[src/design/cpli_pkg.sv]
package cpli_pkg;

    localparam int TIME_W      = 20;
    localparam int VAL_W       = 16;
    localparam int BP_W        = TIME_W + VAL_W;
    localparam int PTS_W       = 3;
    localparam int CFG_IDX_W   = 3;
    localparam int CFG_DATA_W  = BP_W;
    localparam int FRAC_W      = 17;
    localparam int WIDE_W      = TIME_W + 2;
    localparam int DIV_CNT_W   = 5;

    localparam int DEFAULT_MAX_POINTS = 6;

    // register indexes
    localparam logic [CFG_IDX_W-1:0] REG_PERIOD  = 3'd0;
    localparam logic [CFG_IDX_W-1:0] REG_POINTS  = 3'd1;
    localparam logic [CFG_IDX_W-1:0] REG_BP_BASE = 3'd2;

    localparam logic [TIME_W-1:0] PERIOD_RST = 20'd24000;
    localparam logic [PTS_W-1:0]  POINTS_RST = 3'd6;
    localparam logic [PTS_W-1:0]  POINTS_MIN = 3'd2;

    localparam logic [FRAC_W-1:0] FRAC_ONE  = 17'h10000;
    localparam logic [FRAC_W-1:0] FRAC_ZERO = 17'h00000;

    localparam logic [DIV_CNT_W-1:0] DIV_MOD_STEPS  = 5'd22;
    localparam logic [DIV_CNT_W-1:0] DIV_FRAC_STEPS = 5'd16;

    typedef struct packed {
        logic                   start;
        logic [TIME_W-1:0]      rem0;
        logic [WIDE_W-1:0]      dvd;
        logic [TIME_W-1:0]      dvs;
        logic [DIV_CNT_W-1:0]   steps;
    } t_div_req;

    typedef struct packed {
        logic                   busy;
        logic                   done;
        logic [VAL_W-1:0]       quo;
        logic [TIME_W-1:0]      rem;
    } t_div_rsp;

endpackage

[src/design/cpli_ifs.sv]
interface cpli_in_if;
    import cpli_pkg::*;
    logic              valid;
    logic              ready;
    logic [TIME_W-1:0] query_time;
    modport source (output valid, output query_time, input ready);
    modport sink   (input valid, input query_time, output ready);
endinterface

interface cpli_out_if;
    import cpli_pkg::*;
    logic             valid;
    logic             ready;
    logic [VAL_W-1:0] interp_value;
    modport source (output valid, output interp_value, input ready);
    modport sink   (input valid, input interp_value, output ready);
endinterface

interface cpli_cfg_if;
    import cpli_pkg::*;
    logic                  valid;
    logic                  ready;
    logic [CFG_IDX_W-1:0]  index;
    logic [CFG_DATA_W-1:0] data;
    modport source (output valid, output index, output data, input ready);
    modport sink   (input valid, input index, input data, output ready);
endinterface

[src/design/cyclic_piecewise_linear_interp_unit.sv]
// Flow: the breakpoint search looks at the breakpoints one at a time; one shared
//   restoring divider then runs 22 steps for the wrap-around modulo and 16 steps
//   for the Q0.16 fraction, before the multiply and the registered result.
// Input ready returns once the result is registered, so a new query is taken only after it,
//   later while an earlier result is still waiting for the sink.
// Reset: synchronous active-low; registers return to their reset values, control idles.
module cyclic_piecewise_linear_interp_unit #(
    parameter int MAX_POINTS = cpli_pkg::DEFAULT_MAX_POINTS
) (
    input  logic        i_clk,
    input  logic        i_rst_n,
    cpli_in_if.sink     i_in,
    cpli_out_if.source  o_out,
    cpli_cfg_if.sink    i_cfg
);
    import cpli_pkg::*;

    localparam int IW = $clog2(MAX_POINTS);
    localparam int PROD_W = FRAC_W + FRAC_W + 1;

    localparam logic [3:0] S_IDLE  = 4'd0;
    localparam logic [3:0] S_LAST  = 4'd1;
    localparam logic [3:0] S_SCAN  = 4'd2;
    localparam logic [3:0] S_PICKP = 4'd3;
    localparam logic [3:0] S_PICKN = 4'd4;
    localparam logic [3:0] S_SETUP = 4'd5;
    localparam logic [3:0] S_START = 4'd6;
    localparam logic [3:0] S_MOD   = 4'd7;
    localparam logic [3:0] S_FRAC  = 4'd8;
    localparam logic [3:0] S_MUL   = 4'd9;
    localparam logic [3:0] S_OUT   = 4'd10;

    logic [3:0]               r_state, n_state;
    logic                     r_out_valid, n_out_valid;
    logic [VAL_W-1:0]         r_out_val, n_out_val;
    logic [TIME_W-1:0]        r_q, n_q;
    logic [IW-1:0]            r_k, n_k;
    logic [IW-1:0]            r_prev, n_prev;
    logic [IW-1:0]            r_next, n_next;
    logic [TIME_W-1:0]        r_tp, n_tp;
    logic [TIME_W-1:0]        r_ts, n_ts;
    logic [VAL_W-1:0]         r_vp, n_vp;
    logic [VAL_W-1:0]         r_vs, n_vs;
    logic                     r_wrap, n_wrap;
    logic                     r_neg, n_neg;
    logic [WIDE_W-1:0]        r_den, n_den;
    logic [WIDE_W-1:0]        r_num, n_num;
    logic [FRAC_W-1:0]        r_frac, n_frac;
    logic signed [PROD_W-1:0] r_prod, n_prod;

    logic [TIME_W-1:0] period;
    logic [IW-1:0]     last;
    logic [IW-1:0]     rd_sel;
    logic [TIME_W-1:0] rd_time;
    logic [VAL_W-1:0]  rd_val;
    t_div_req          div_req;
    t_div_rsp          div_rsp;
    logic              wrap_now;
    logic              den_pos;
    logic signed [FRAC_W-1:0]  vdiff;
    logic signed [PROD_W-1:0]  res_full;

    cpli_cfg #(
        .MAX_POINTS (MAX_POINTS)
    ) u_cfg (
        .i_clk     (i_clk),
        .i_rst_n   (i_rst_n),
        .i_cfg     (i_cfg),
        .i_rd_sel  (rd_sel),
        .o_period  (period),
        .o_last    (last),
        .o_rd_time (rd_time),
        .o_rd_val  (rd_val)
    );

    cpli_div u_div (
        .i_clk   (i_clk),
        .i_rst_n (i_rst_n),
        .i_req   (div_req),
        .o_rsp   (div_rsp)
    );

    always_comb begin
        case (r_state)
            S_LAST:  rd_sel = last;
            S_SCAN:  rd_sel = r_k;
            S_PICKP: rd_sel = r_prev;
            S_PICKN: rd_sel = r_next;
            default: rd_sel = r_k;
        endcase
    end

    assign i_in.ready   = (r_state == S_IDLE);
    assign o_out.valid  = r_out_valid;
    assign o_out.interp_value = r_out_val;

    assign wrap_now = (r_ts < r_tp);
    assign den_pos  = !r_den[WIDE_W-1] && (r_den != '0);
    assign vdiff    = $signed({1'b0, r_vs}) - $signed({1'b0, r_vp});
    // vp + floor((vs - vp) * frac / 2^16)
    assign res_full = $signed({{(PROD_W-VAL_W){1'b0}}, r_vp}) + (r_prod >>> VAL_W);

    always_comb begin
        n_state     = r_state;
        n_out_valid = r_out_valid && !o_out.ready;
        n_out_val   = r_out_val;
        n_q         = r_q;
        n_k         = r_k;
        n_prev      = r_prev;
        n_next      = r_next;
        n_tp        = r_tp;
        n_ts        = r_ts;
        n_vp        = r_vp;
        n_vs        = r_vs;
        n_wrap      = r_wrap;
        n_neg       = r_neg;
        n_den       = r_den;
        n_num       = r_num;
        n_frac      = r_frac;
        n_prod      = r_prod;
        div_req     = '0;

        case (r_state)
            S_IDLE: begin
                if (i_in.valid) begin
                    n_q     = i_in.query_time;
                    n_state = S_LAST;
                end
            end
            S_LAST: begin
                n_k = '0;
                if (r_q >= rd_time) begin
                    n_prev  = last;
                    n_next  = '0;
                    n_state = S_PICKP;
                end else begin
                    n_state = S_SCAN;
                end
            end
            S_SCAN: begin
                // ends at or before the last point, whose time is above the query
                if (rd_time >= r_q) begin
                    if (r_k == '0) begin
                        n_prev = last;
                        n_next = '0;
                    end else begin
                        n_prev = r_k - IW'(1);
                        n_next = r_k;
                    end
                    n_state = S_PICKP;
                end else begin
                    n_k = r_k + IW'(1);
                end
            end
            S_PICKP: begin
                n_tp    = rd_time;
                n_vp    = rd_val;
                n_state = S_PICKN;
            end
            S_PICKN: begin
                n_ts    = rd_time;
                n_vs    = rd_val;
                n_state = S_SETUP;
            end
            S_SETUP: begin
                n_wrap  = wrap_now;
                n_den   = {2'b00, r_ts} + (wrap_now ? {2'b00, period} : '0) - {2'b00, r_tp};
                n_num   = {2'b00, r_q} + (wrap_now ? {2'b00, period} : '0) - {2'b00, r_tp};
                n_state = S_START;
            end
            S_START: begin
                if (!den_pos) begin
                    n_frac  = FRAC_ONE;
                    n_state = S_MUL;
                end else if (r_wrap) begin
                    // modulo of the wrapped offset by the period
                    div_req.start = 1'b1;
                    div_req.rem0  = '0;
                    div_req.dvd   = r_num[WIDE_W-1] ? (~r_num + WIDE_W'(1)) : r_num;
                    div_req.dvs   = period;
                    div_req.steps = DIV_MOD_STEPS;
                    n_neg   = r_num[WIDE_W-1];
                    n_state = S_MOD;
                end else if (r_num[WIDE_W-1]) begin
                    n_frac  = FRAC_ZERO;
                    n_state = S_MUL;
                end else if (r_num >= r_den) begin
                    n_frac  = FRAC_ONE;
                    n_state = S_MUL;
                end else begin
                    div_req.start = 1'b1;
                    div_req.rem0  = r_num[TIME_W-1:0];
                    div_req.dvd   = '0;
                    div_req.dvs   = r_den[TIME_W-1:0];
                    div_req.steps = DIV_FRAC_STEPS;
                    n_state = S_FRAC;
                end
            end
            S_MOD: begin
                if (div_rsp.done) begin
                    if (r_neg && div_rsp.rem != '0) begin
                        n_num = {2'b00, period} - {2'b00, div_rsp.rem};
                    end else begin
                        n_num = {2'b00, div_rsp.rem};
                    end
                    n_wrap  = 1'b0;
                    n_state = S_START;
                end
            end
            S_FRAC: begin
                if (div_rsp.done) begin
                    n_frac  = {1'b0, div_rsp.quo};
                    n_state = S_MUL;
                end
            end
            S_MUL: begin
                n_prod  = vdiff * $signed({1'b0, r_frac});
                n_state = S_OUT;
            end
            S_OUT: begin
                if (!r_out_valid || o_out.ready) begin
                    n_out_val   = res_full[VAL_W-1:0];
                    n_out_valid = 1'b1;
                    n_state     = S_IDLE;
                end
            end
            default: begin
                n_state = S_IDLE;
            end
        endcase
    end

    always_ff @(posedge i_clk) begin
        if (!i_rst_n) begin
            r_state     <= S_IDLE;
            r_out_valid <= 1'b0;
        end else begin
            r_state     <= n_state;
            r_out_valid <= n_out_valid;
        end
    end

    always_ff @(posedge i_clk) begin
        r_out_val <= n_out_val;
        r_q       <= n_q;
        r_k       <= n_k;
        r_prev    <= n_prev;
        r_next    <= n_next;
        r_tp      <= n_tp;
        r_ts      <= n_ts;
        r_vp      <= n_vp;
        r_vs      <= n_vs;
        r_wrap    <= n_wrap;
        r_neg     <= n_neg;
        r_den     <= n_den;
        r_num     <= n_num;
        r_frac    <= n_frac;
        r_prod    <= n_prod;
    end

    a_scan_bound: assert property (@(posedge i_clk) disable iff (!i_rst_n)
        (r_state == S_SCAN) |-> (r_k <= last))
        else $error("breakpoint scan ran past the last point");

    a_frac_range: assert property (@(posedge i_clk) disable iff (!i_rst_n)
        (r_state == S_MUL) |-> (r_frac <= FRAC_ONE))
        else $error("fraction above one");

    a_frac_div_operands: assert property (@(posedge i_clk) disable iff (!i_rst_n)
        (r_state == S_FRAC) |-> (!r_num[WIDE_W-1] && r_num < r_den))
        else $error("fraction division started with offset not below span");

    a_accept_starts: assert property (@(posedge i_clk) disable iff (!i_rst_n)
        (i_in.valid && i_in.ready) |=> (r_state == S_LAST))
        else $error("accepted query did not start the search");

    a_out_from_final: assert property (@(posedge i_clk) disable iff (!i_rst_n)
        $rose(r_out_valid) |-> ($past(r_state) == S_OUT))
        else $error("result raised outside the output step");

endmodule

[src/design/cpli_cfg.sv]
module cpli_cfg #(
    parameter int MAX_POINTS = cpli_pkg::DEFAULT_MAX_POINTS,
    localparam int IW = $clog2(MAX_POINTS)
) (
    input  logic                          i_clk,
    input  logic                          i_rst_n,
    cpli_cfg_if.sink                      i_cfg,
    input  logic [IW-1:0]                 i_rd_sel,
    output logic [cpli_pkg::TIME_W-1:0]   o_period,
    output logic [IW-1:0]                 o_last,
    output logic [cpli_pkg::TIME_W-1:0]   o_rd_time,
    output logic [cpli_pkg::VAL_W-1:0]    o_rd_val
);
    import cpli_pkg::*;

    logic [TIME_W-1:0]    r_period;
    logic [PTS_W-1:0]     r_points;
    logic [BP_W-1:0]      r_bp [MAX_POINTS];
    logic                 wr;
    logic                 is_bp;
    logic [CFG_IDX_W-1:0] slot;
    logic [PTS_W-1:0]     n_eff;

    assign i_cfg.ready = 1'b1;
    assign wr    = i_cfg.valid && i_cfg.ready;
    assign is_bp = (i_cfg.index >= REG_BP_BASE);
    assign slot  = i_cfg.index - REG_BP_BASE;

    always_ff @(posedge i_clk) begin
        if (!i_rst_n) begin
            r_period <= PERIOD_RST;
            r_points <= POINTS_RST;
            for (int j = 0; j < MAX_POINTS; j++) begin
                r_bp[j] <= '0;
            end
        end else if (wr) begin
            if (i_cfg.index == REG_PERIOD) begin
                r_period <= i_cfg.data[TIME_W-1:0];
            end
            if (i_cfg.index == REG_POINTS) begin
                r_points <= i_cfg.data[PTS_W-1:0];
            end
            for (int j = 0; j < MAX_POINTS; j++) begin
                if (is_bp && slot == CFG_IDX_W'(j)) begin
                    r_bp[j] <= i_cfg.data;
                end
            end
        end
    end

    // point count clamped to 2..MAX_POINTS, period 0 acts as 1
    always_comb begin
        if (r_points < POINTS_MIN) begin
            n_eff = POINTS_MIN;
        end else if (r_points > PTS_W'(MAX_POINTS)) begin
            n_eff = PTS_W'(MAX_POINTS);
        end else begin
            n_eff = r_points;
        end
    end

    assign o_last    = IW'(n_eff - 3'd1);
    assign o_period  = (r_period == '0) ? TIME_W'(1) : r_period;
    assign o_rd_time = r_bp[i_rd_sel][BP_W-1:VAL_W];
    assign o_rd_val  = r_bp[i_rd_sel][VAL_W-1:0];

endmodule

[src/design/cpli_div.sv]
module cpli_div (
    input  logic                i_clk,
    input  logic                i_rst_n,
    input  cpli_pkg::t_div_req  i_req,
    output cpli_pkg::t_div_rsp  o_rsp
);
    import cpli_pkg::*;

    logic                 r_busy, n_busy;
    logic                 r_done, n_done;
    logic [DIV_CNT_W-1:0] r_cnt, n_cnt;
    logic [TIME_W-1:0]    r_rem, n_rem;
    logic [WIDE_W-1:0]    r_dvd, n_dvd;
    logic [TIME_W-1:0]    r_dvs, n_dvs;
    logic [VAL_W-1:0]     r_quo, n_quo;
    logic [TIME_W:0]      trial;
    logic [TIME_W:0]      diff;
    logic                 ge;

    // restoring step: bring down one dividend bit, subtract if it fits
    assign trial = {r_rem, r_dvd[WIDE_W-1]};
    assign diff  = trial - {1'b0, r_dvs};
    assign ge    = (trial >= {1'b0, r_dvs});

    always_comb begin
        n_busy = r_busy;
        n_done = 1'b0;
        n_cnt  = r_cnt;
        n_rem  = r_rem;
        n_dvd  = r_dvd;
        n_dvs  = r_dvs;
        n_quo  = r_quo;
        if (i_req.start) begin
            n_busy = 1'b1;
            n_cnt  = i_req.steps;
            n_rem  = i_req.rem0;
            n_dvd  = i_req.dvd;
            n_dvs  = i_req.dvs;
            n_quo  = '0;
        end else if (r_busy) begin
            n_rem = ge ? diff[TIME_W-1:0] : trial[TIME_W-1:0];
            n_dvd = {r_dvd[WIDE_W-2:0], 1'b0};
            n_quo = {r_quo[VAL_W-2:0], ge};
            n_cnt = r_cnt - 5'd1;
            if (r_cnt == 5'd1) begin
                n_busy = 1'b0;
                n_done = 1'b1;
            end
        end
    end

    always_ff @(posedge i_clk) begin
        if (!i_rst_n) begin
            r_busy <= 1'b0;
            r_done <= 1'b0;
            r_cnt  <= '0;
        end else begin
            r_busy <= n_busy;
            r_done <= n_done;
            r_cnt  <= n_cnt;
        end
    end

    always_ff @(posedge i_clk) begin
        r_rem <= n_rem;
        r_dvd <= n_dvd;
        r_dvs <= n_dvs;
        r_quo <= n_quo;
    end

    assign o_rsp.busy = r_busy;
    assign o_rsp.done = r_done;
    assign o_rsp.quo  = r_quo;
    assign o_rsp.rem  = r_rem;

    a_no_restart: assert property (@(posedge i_clk) disable iff (!i_rst_n)
        i_req.start |-> !r_busy)
        else $error("divider started while busy");

    a_rem_below_dvs: assert property (@(posedge i_clk) disable iff (!i_rst_n)
        r_done |-> (r_rem < r_dvs))
        else $error("divider remainder not below divisor");

endmodule

[src/flat_wrapper.sv]
// flat-port wrapper written by rule: the top's interface ports become plain ports
module cyclic_piecewise_linear_interp_unit_flat import cpli_pkg::*;
#(
    parameter int MAX_POINTS = cpli_pkg::DEFAULT_MAX_POINTS
)
  (i_clk, i_rst_n, i_in_valid, i_in_query_time, i_in_ready, o_out_valid, o_out_interp_value, o_out_ready, i_cfg_valid, i_cfg_index, i_cfg_data, i_cfg_ready);
  cpli_in_if i_in_i ();
  cpli_out_if o_out_i ();
  cpli_cfg_if i_cfg_i ();
  input  logic i_clk;
  input  logic i_rst_n;
  input wire logic [$bits(i_in_i.valid)-1:0] i_in_valid;
  input wire logic [$bits(i_in_i.query_time)-1:0] i_in_query_time;
  output wire logic [$bits(i_in_i.ready)-1:0] i_in_ready;
  output wire logic [$bits(o_out_i.valid)-1:0] o_out_valid;
  output wire logic [$bits(o_out_i.interp_value)-1:0] o_out_interp_value;
  input wire logic [$bits(o_out_i.ready)-1:0] o_out_ready;
  input wire logic [$bits(i_cfg_i.valid)-1:0] i_cfg_valid;
  input wire logic [$bits(i_cfg_i.index)-1:0] i_cfg_index;
  input wire logic [$bits(i_cfg_i.data)-1:0] i_cfg_data;
  output wire logic [$bits(i_cfg_i.ready)-1:0] i_cfg_ready;
  assign i_in_i.valid = i_in_valid;
  assign i_in_i.query_time = i_in_query_time;
  assign i_in_ready = i_in_i.ready;
  assign o_out_valid = o_out_i.valid;
  assign o_out_interp_value = o_out_i.interp_value;
  assign o_out_i.ready = o_out_ready;
  assign i_cfg_i.valid = i_cfg_valid;
  assign i_cfg_i.index = i_cfg_index;
  assign i_cfg_i.data = i_cfg_data;
  assign i_cfg_ready = i_cfg_i.ready;
  cyclic_piecewise_linear_interp_unit #(.MAX_POINTS(MAX_POINTS)) u_core (.i_clk(i_clk), .i_rst_n(i_rst_n), .i_in(i_in_i), .o_out(o_out_i), .i_cfg(i_cfg_i));
endmodule
[config.mk]
export PLATFORM = sky130hd
export DESIGN_NAME = cyclic_piecewise_linear_interp_unit_flat
export DESIGN_NICKNAME = d
export VERILOG_FILES = /design/src/design/cpli_pkg.sv /design/src/design/cpli_ifs.sv /design/src/design/cyclic_piecewise_linear_interp_unit.sv /design/src/design/cpli_cfg.sv /design/src/design/cpli_div.sv /design/src/flat_wrapper.sv
export SDC_FILE = /design/constraint.sdc
export NUM_CORES = 2
export LEC_CHECK = 0
export ABC_CLOCK_PERIOD_IN_PS = 8900
export BUFFER_PORTS_ARGS = -buffer_cell sky130_fd_sc_hd__buf_2
export CORE_ASPECT_RATIO = 0.6
export CORE_MARGIN = 10
export CORE_UTILIZATION = 24
export DETAILED_ROUTE_END_ITERATION = 7
export PLACE_DENSITY = 0.36
export SYNTH_ARGS = -nofsm -noshare
export SYNTH_HDL_FRONTEND = slang
export SYNTH_HIERARCHICAL = 1
export SYNTH_SLANG_ARGS = --single-unit
export TNS_END_PERCENT = 50
[constraint.sdc]
create_clock -name i_clk -period 8.9 [get_ports i_clk]
set_input_delay 0.89 -clock i_clk [delete_from_list [all_inputs] [get_ports i_clk]]
set_output_delay 0.89 -clock i_clk [all_outputs]
set_load 0.05 [all_outputs]
==> key figures <==
Outcome
  • Outcome: complete, no violations

Drt
  • Drt first pass iters: 5
  • Number of routed nets with antenna violations: 0
  • Iteration-0 DRC Markers: 1736
  • Number of design rule violations left after detail routing: 0
  • Routed len/inst: 20.82 µm
  • Vias: 26.71k
  • Wire length reported by the detailed router: 124900 µm
  • Detailed-route vias per instance: between 4 and 5

Timing
  • Final max-slew violation count: 0
  • Period utilization: 94.18%
  • Tmin final: 8.382 ns
  • Setup TNS after final layout: 0 ns
  • Hold Violations, Final: 0
  • Number of setup violations in the final report: 0
  • Clock Skews: 0.02643 ns
  • Max_slew headroom: between 20% and 30%
  • Tightest Pin Transition: 1.150 ns
  • Setup repair after global routing missed its margin: false
  • Achievable Freq: 119.3 MHz

Clock tree
  • Clock slew at reported path FFs: roughly 0.070 ns
  • Clk buf depth: 3
  • Number of clock sinks seen by CTS: 525
  • Count of hold buffers inserted by post-cts repair: 0
  • Clock latency on the worst-skew pair: 0.65 ns
  • Number of buffers added by the clock tree synthesis step: 55
  • Setup repair bufs after CTS: 0
  • TritonCTS clock tree: done
  • CTS H-Tree Depth: 2
  • Clock root buffer: sky130_fd_sc_hd__clkbuf_16
  • Count of instances resized after the clock tree is built: 0

GRT
  • Number of antenna violations at the first check in global routing: 8
  • First-pass GRT wire length: 187100 µm
  • GRT Resource Usage Total: 13.70%
  • Number of global-route vias before repair: between 20k and 30k
  • Pin count of the biggest net entering global routing: 90
  • GRT overflow: 0

Logic synthesis
  • Instance count of the mapped netlist: 3743
  • Post-Synthesis Mean Instance Area: 10.35 µm²
  • Synth warn: 6
  • Area of the mapped netlist: 38750 µm²

Finish
  • Layout Nets: 4427
  • Area of the multi-input gates: 20900 µm²
  • Area taken by flip-flops and latches: 15250 µm²
  • Filler Cells Inserted: between 15k and 20k
  • Utilization of the core after routing: 27.20%
  • Synth-to-Final Area Change: 12.84%
  • Fraction of final layout cells sized beyond drive strength 1: 9.733%

Critical path
  • Worst EP required: about 9.3 ns
  • Category of the worst setup path launch point: register
  • Capturing point of the worst reg2reg path: u_core/r_prod[30]$_DFFE_PP_
  • Depth of the worst register-to-register path: 24
  • Max FO, Critical Path: 16
  • Reg-to-reg startpoint: u_core/r_vp[0]$_DFFE_PN_
  • Setup slack on the worst flop-to-flop path: a little over 0.5 ns
  • Worst endpoint data arrival time: 8.77 ns
  • Kind of critical path: register to register
  • Endpoint kind of the worst setup timing path: register

Run
  • Number of maximum-capacitance constraint violations: 0

Die
  • Die area: 178500 µm²
  • Count of pins on the block boundary: between 80 and 90
  • Starting Density: roughly a quarter
  • Number of placement rows: between 100 and 150
  • Die W: 538.8 µm
  • Standard cell core area: 160800 µm²
  • Chip height: 331.3 µm

Placed design
  • Final GP Congestion: 0.7860
  • Count of buffers inserted at the top-level ports: between 80 and 90
  • Placed wire-length estimate after detailed placement: 93400 µm

Worst hold path
  • Startpoint of the tightest hold check path: i_in_query_time[6]
  • Hold-critical path endpoint: u_core/r_q[6]$_DFFE_PP_
  • Path class of the lowest-slack min-delay path: input port to register
  • Hold-critical path depth: 1
[worst max path at each step]
stage / start / to / slack, ns / cells past startpoint
6_report: u_core/r_vp[0]$_DFFE_PN_ / u_core/r_prod[30]$_DFFE_PP_ / 0.52 / 24
5_1_grt: u_core/r_vp[0]$_DFFE_PN_ / u_core/r_prod[30]$_DFFE_PP_ / 0.09 / 25
4_1_cts: u_core/r_vp[1]$_DFFE_PN_ / u_core/r_prod[30]$_DFFE_PP_ / 0.36 / 27
3_5_place_dp: u_core/r_vp[1]$_DFFE_PN_ / u_core/r_prod[30]$_DFFE_PP_ / 0.40 / 27
3_3_place_gp: u_core/r_vp[1]$_DFFE_PN_ / u_core/r_prod[30]$_DFFE_PP_ / 0.49 / 27
2_1_floorplan: u_core/r_vp[0]$_DFFE_PN_ / u_core/r_prod[30]$_DFFE_PP_ / 1.11 / 29
[flip-flops by register name (all words and copies together) (netlist names), 4 cells and up]
register and cells:
u_core/r_vp 16, u_core/r_state 4, u_core/r_num 22, u_core/r_ts 20, u_core/r_den 22, u_core/u_div/r_dvd 22, u_core/u_div/r_dvs 20, u_core/r_frac 17
u_core/r_prod 16, u_core/u_cfg/r_period 20, u_core/o_out.interp_value 16, u_core/u_div/r_quo 16, u_core/r_q 20, u_core/u_div/r_rem 20, u_core/u_div/r_cnt 5, u_core/r_tp 20
u_core/u_cfg/r_bp 216, u_core/r_vs 16
[metrics by stage]
step	setup slack (ns)	hold WS, ns	area (µm²)	cells
after floorplan	1.113	0.4435	38750	3744
after global placement	0.4912	0.4611	41900	5897
after detailed placement	0.4008	0.4698	41900	5897
after CTS	0.3614	0.3432	43700	5999
after global routing	0.08667	0.3523	43730	6000
final	0.5179	0.4018	43730	6001
[placed cells by master (no fill, tap or decap), types with 16 or more instances in the layout]
cell,instances
sky130_fd_sc_hd__buf_4,82
sky130_fd_sc_hd__fa_1,267
sky130_fd_sc_hd__buf_2,80
sky130_fd_sc_hd__inv_1,539
sky130_fd_sc_hd__nor2_1,404
sky130_fd_sc_hd__o31ai_1,17
sky130_fd_sc_hd__a211oi_1,24
sky130_fd_sc_hd__nand2_1,339
sky130_fd_sc_hd__edfxtp_1,474
sky130_fd_sc_hd__or2_2,19
sky130_fd_sc_hd__dfxtp_1,51
sky130_fd_sc_hd__nand3_1,42
sky130_fd_sc_hd__nand2b_1,25
sky130_fd_sc_hd__clkbuf_16,55
sky130_fd_sc_hd__nor2b_1,64
sky130_fd_sc_hd__a22o_1,20
sky130_fd_sc_hd__nor3_1,35
sky130_fd_sc_hd__ha_1,288
sky130_fd_sc_hd__o21ai_0,101
sky130_fd_sc_hd__o21a_1,29
sky130_fd_sc_hd__nor4_1,19
sky130_fd_sc_hd__xor2_1,50
sky130_fd_sc_hd__nand4_1,16
sky130_fd_sc_hd__a31oi_1,17
sky130_fd_sc_hd__mux2i_1,61
sky130_fd_sc_hd__a21boi_0,19
sky130_fd_sc_hd__or3_1,17
sky130_fd_sc_hd__mux4_2,36
sky130_fd_sc_hd__and2_1,144
sky130_fd_sc_hd__xnor2_1,74
sky130_fd_sc_hd__a21o_1,36
sky130_fd_sc_hd__mux2_2,25
sky130_fd_sc_hd__a21oi_1,160
[metal layers]
metal	global-route usage, %	wire [µm]	up-vias
met4	1.778	1471	0
li1	-	-	12711
met5	0	0	-
met2	18.47	47770	536
met3	2.371	6491	86
met1	22.58	69210	13374
[final cells by class]
class,count,area share (%)
well taps,2146,6.140
inverters,539,4.627
clock inverters,32,0.8012
clock buffers,70,3.322
multi-input cells,2523,47.80
flip-flops and latches,525,34.89
diodes,2,0.01145
repair buffers,164,2.415
[worst max-delay path, cell delays in order (launching register included)]
cell and delay (ns):
sky130_fd_sc_hd__edfxtp_1 0.44, sky130_fd_sc_hd__ha_1 0.24, sky130_fd_sc_hd__fa_1 0.42, sky130_fd_sc_hd__nand2b_1 0.19, sky130_fd_sc_hd__a21oi_1 0.34, sky130_fd_sc_hd__o21ai_2 0.17, sky130_fd_sc_hd__o21ai_1 0.24, sky130_fd_sc_hd__a2111oi_2 0.11
sky130_fd_sc_hd__nor3_2 0.36, sky130_fd_sc_hd__buf_4 0.29, sky130_fd_sc_hd__nor2_1 0.08, sky130_fd_sc_hd__fa_1 0.62, sky130_fd_sc_hd__fa_1 0.46, sky130_fd_sc_hd__fa_1 0.52, sky130_fd_sc_hd__fa_1 0.44, sky130_fd_sc_hd__fa_1 0.51
sky130_fd_sc_hd__fa_1 0.42, sky130_fd_sc_hd__ha_1 0.37, sky130_fd_sc_hd__a21boi_0 0.18, sky130_fd_sc_hd__a22oi_1 0.23, sky130_fd_sc_hd__nand3b_2 0.17, sky130_fd_sc_hd__o311a_1 0.52, sky130_fd_sc_hd__or2_1 0.34, sky130_fd_sc_hd__a2111oi_0 0.38
sky130_fd_sc_hd__a21oi_1 0.07
Power is not shown: default switching activity piles up to over one toggle a cycle in this logic, so the estimate is an artifact.
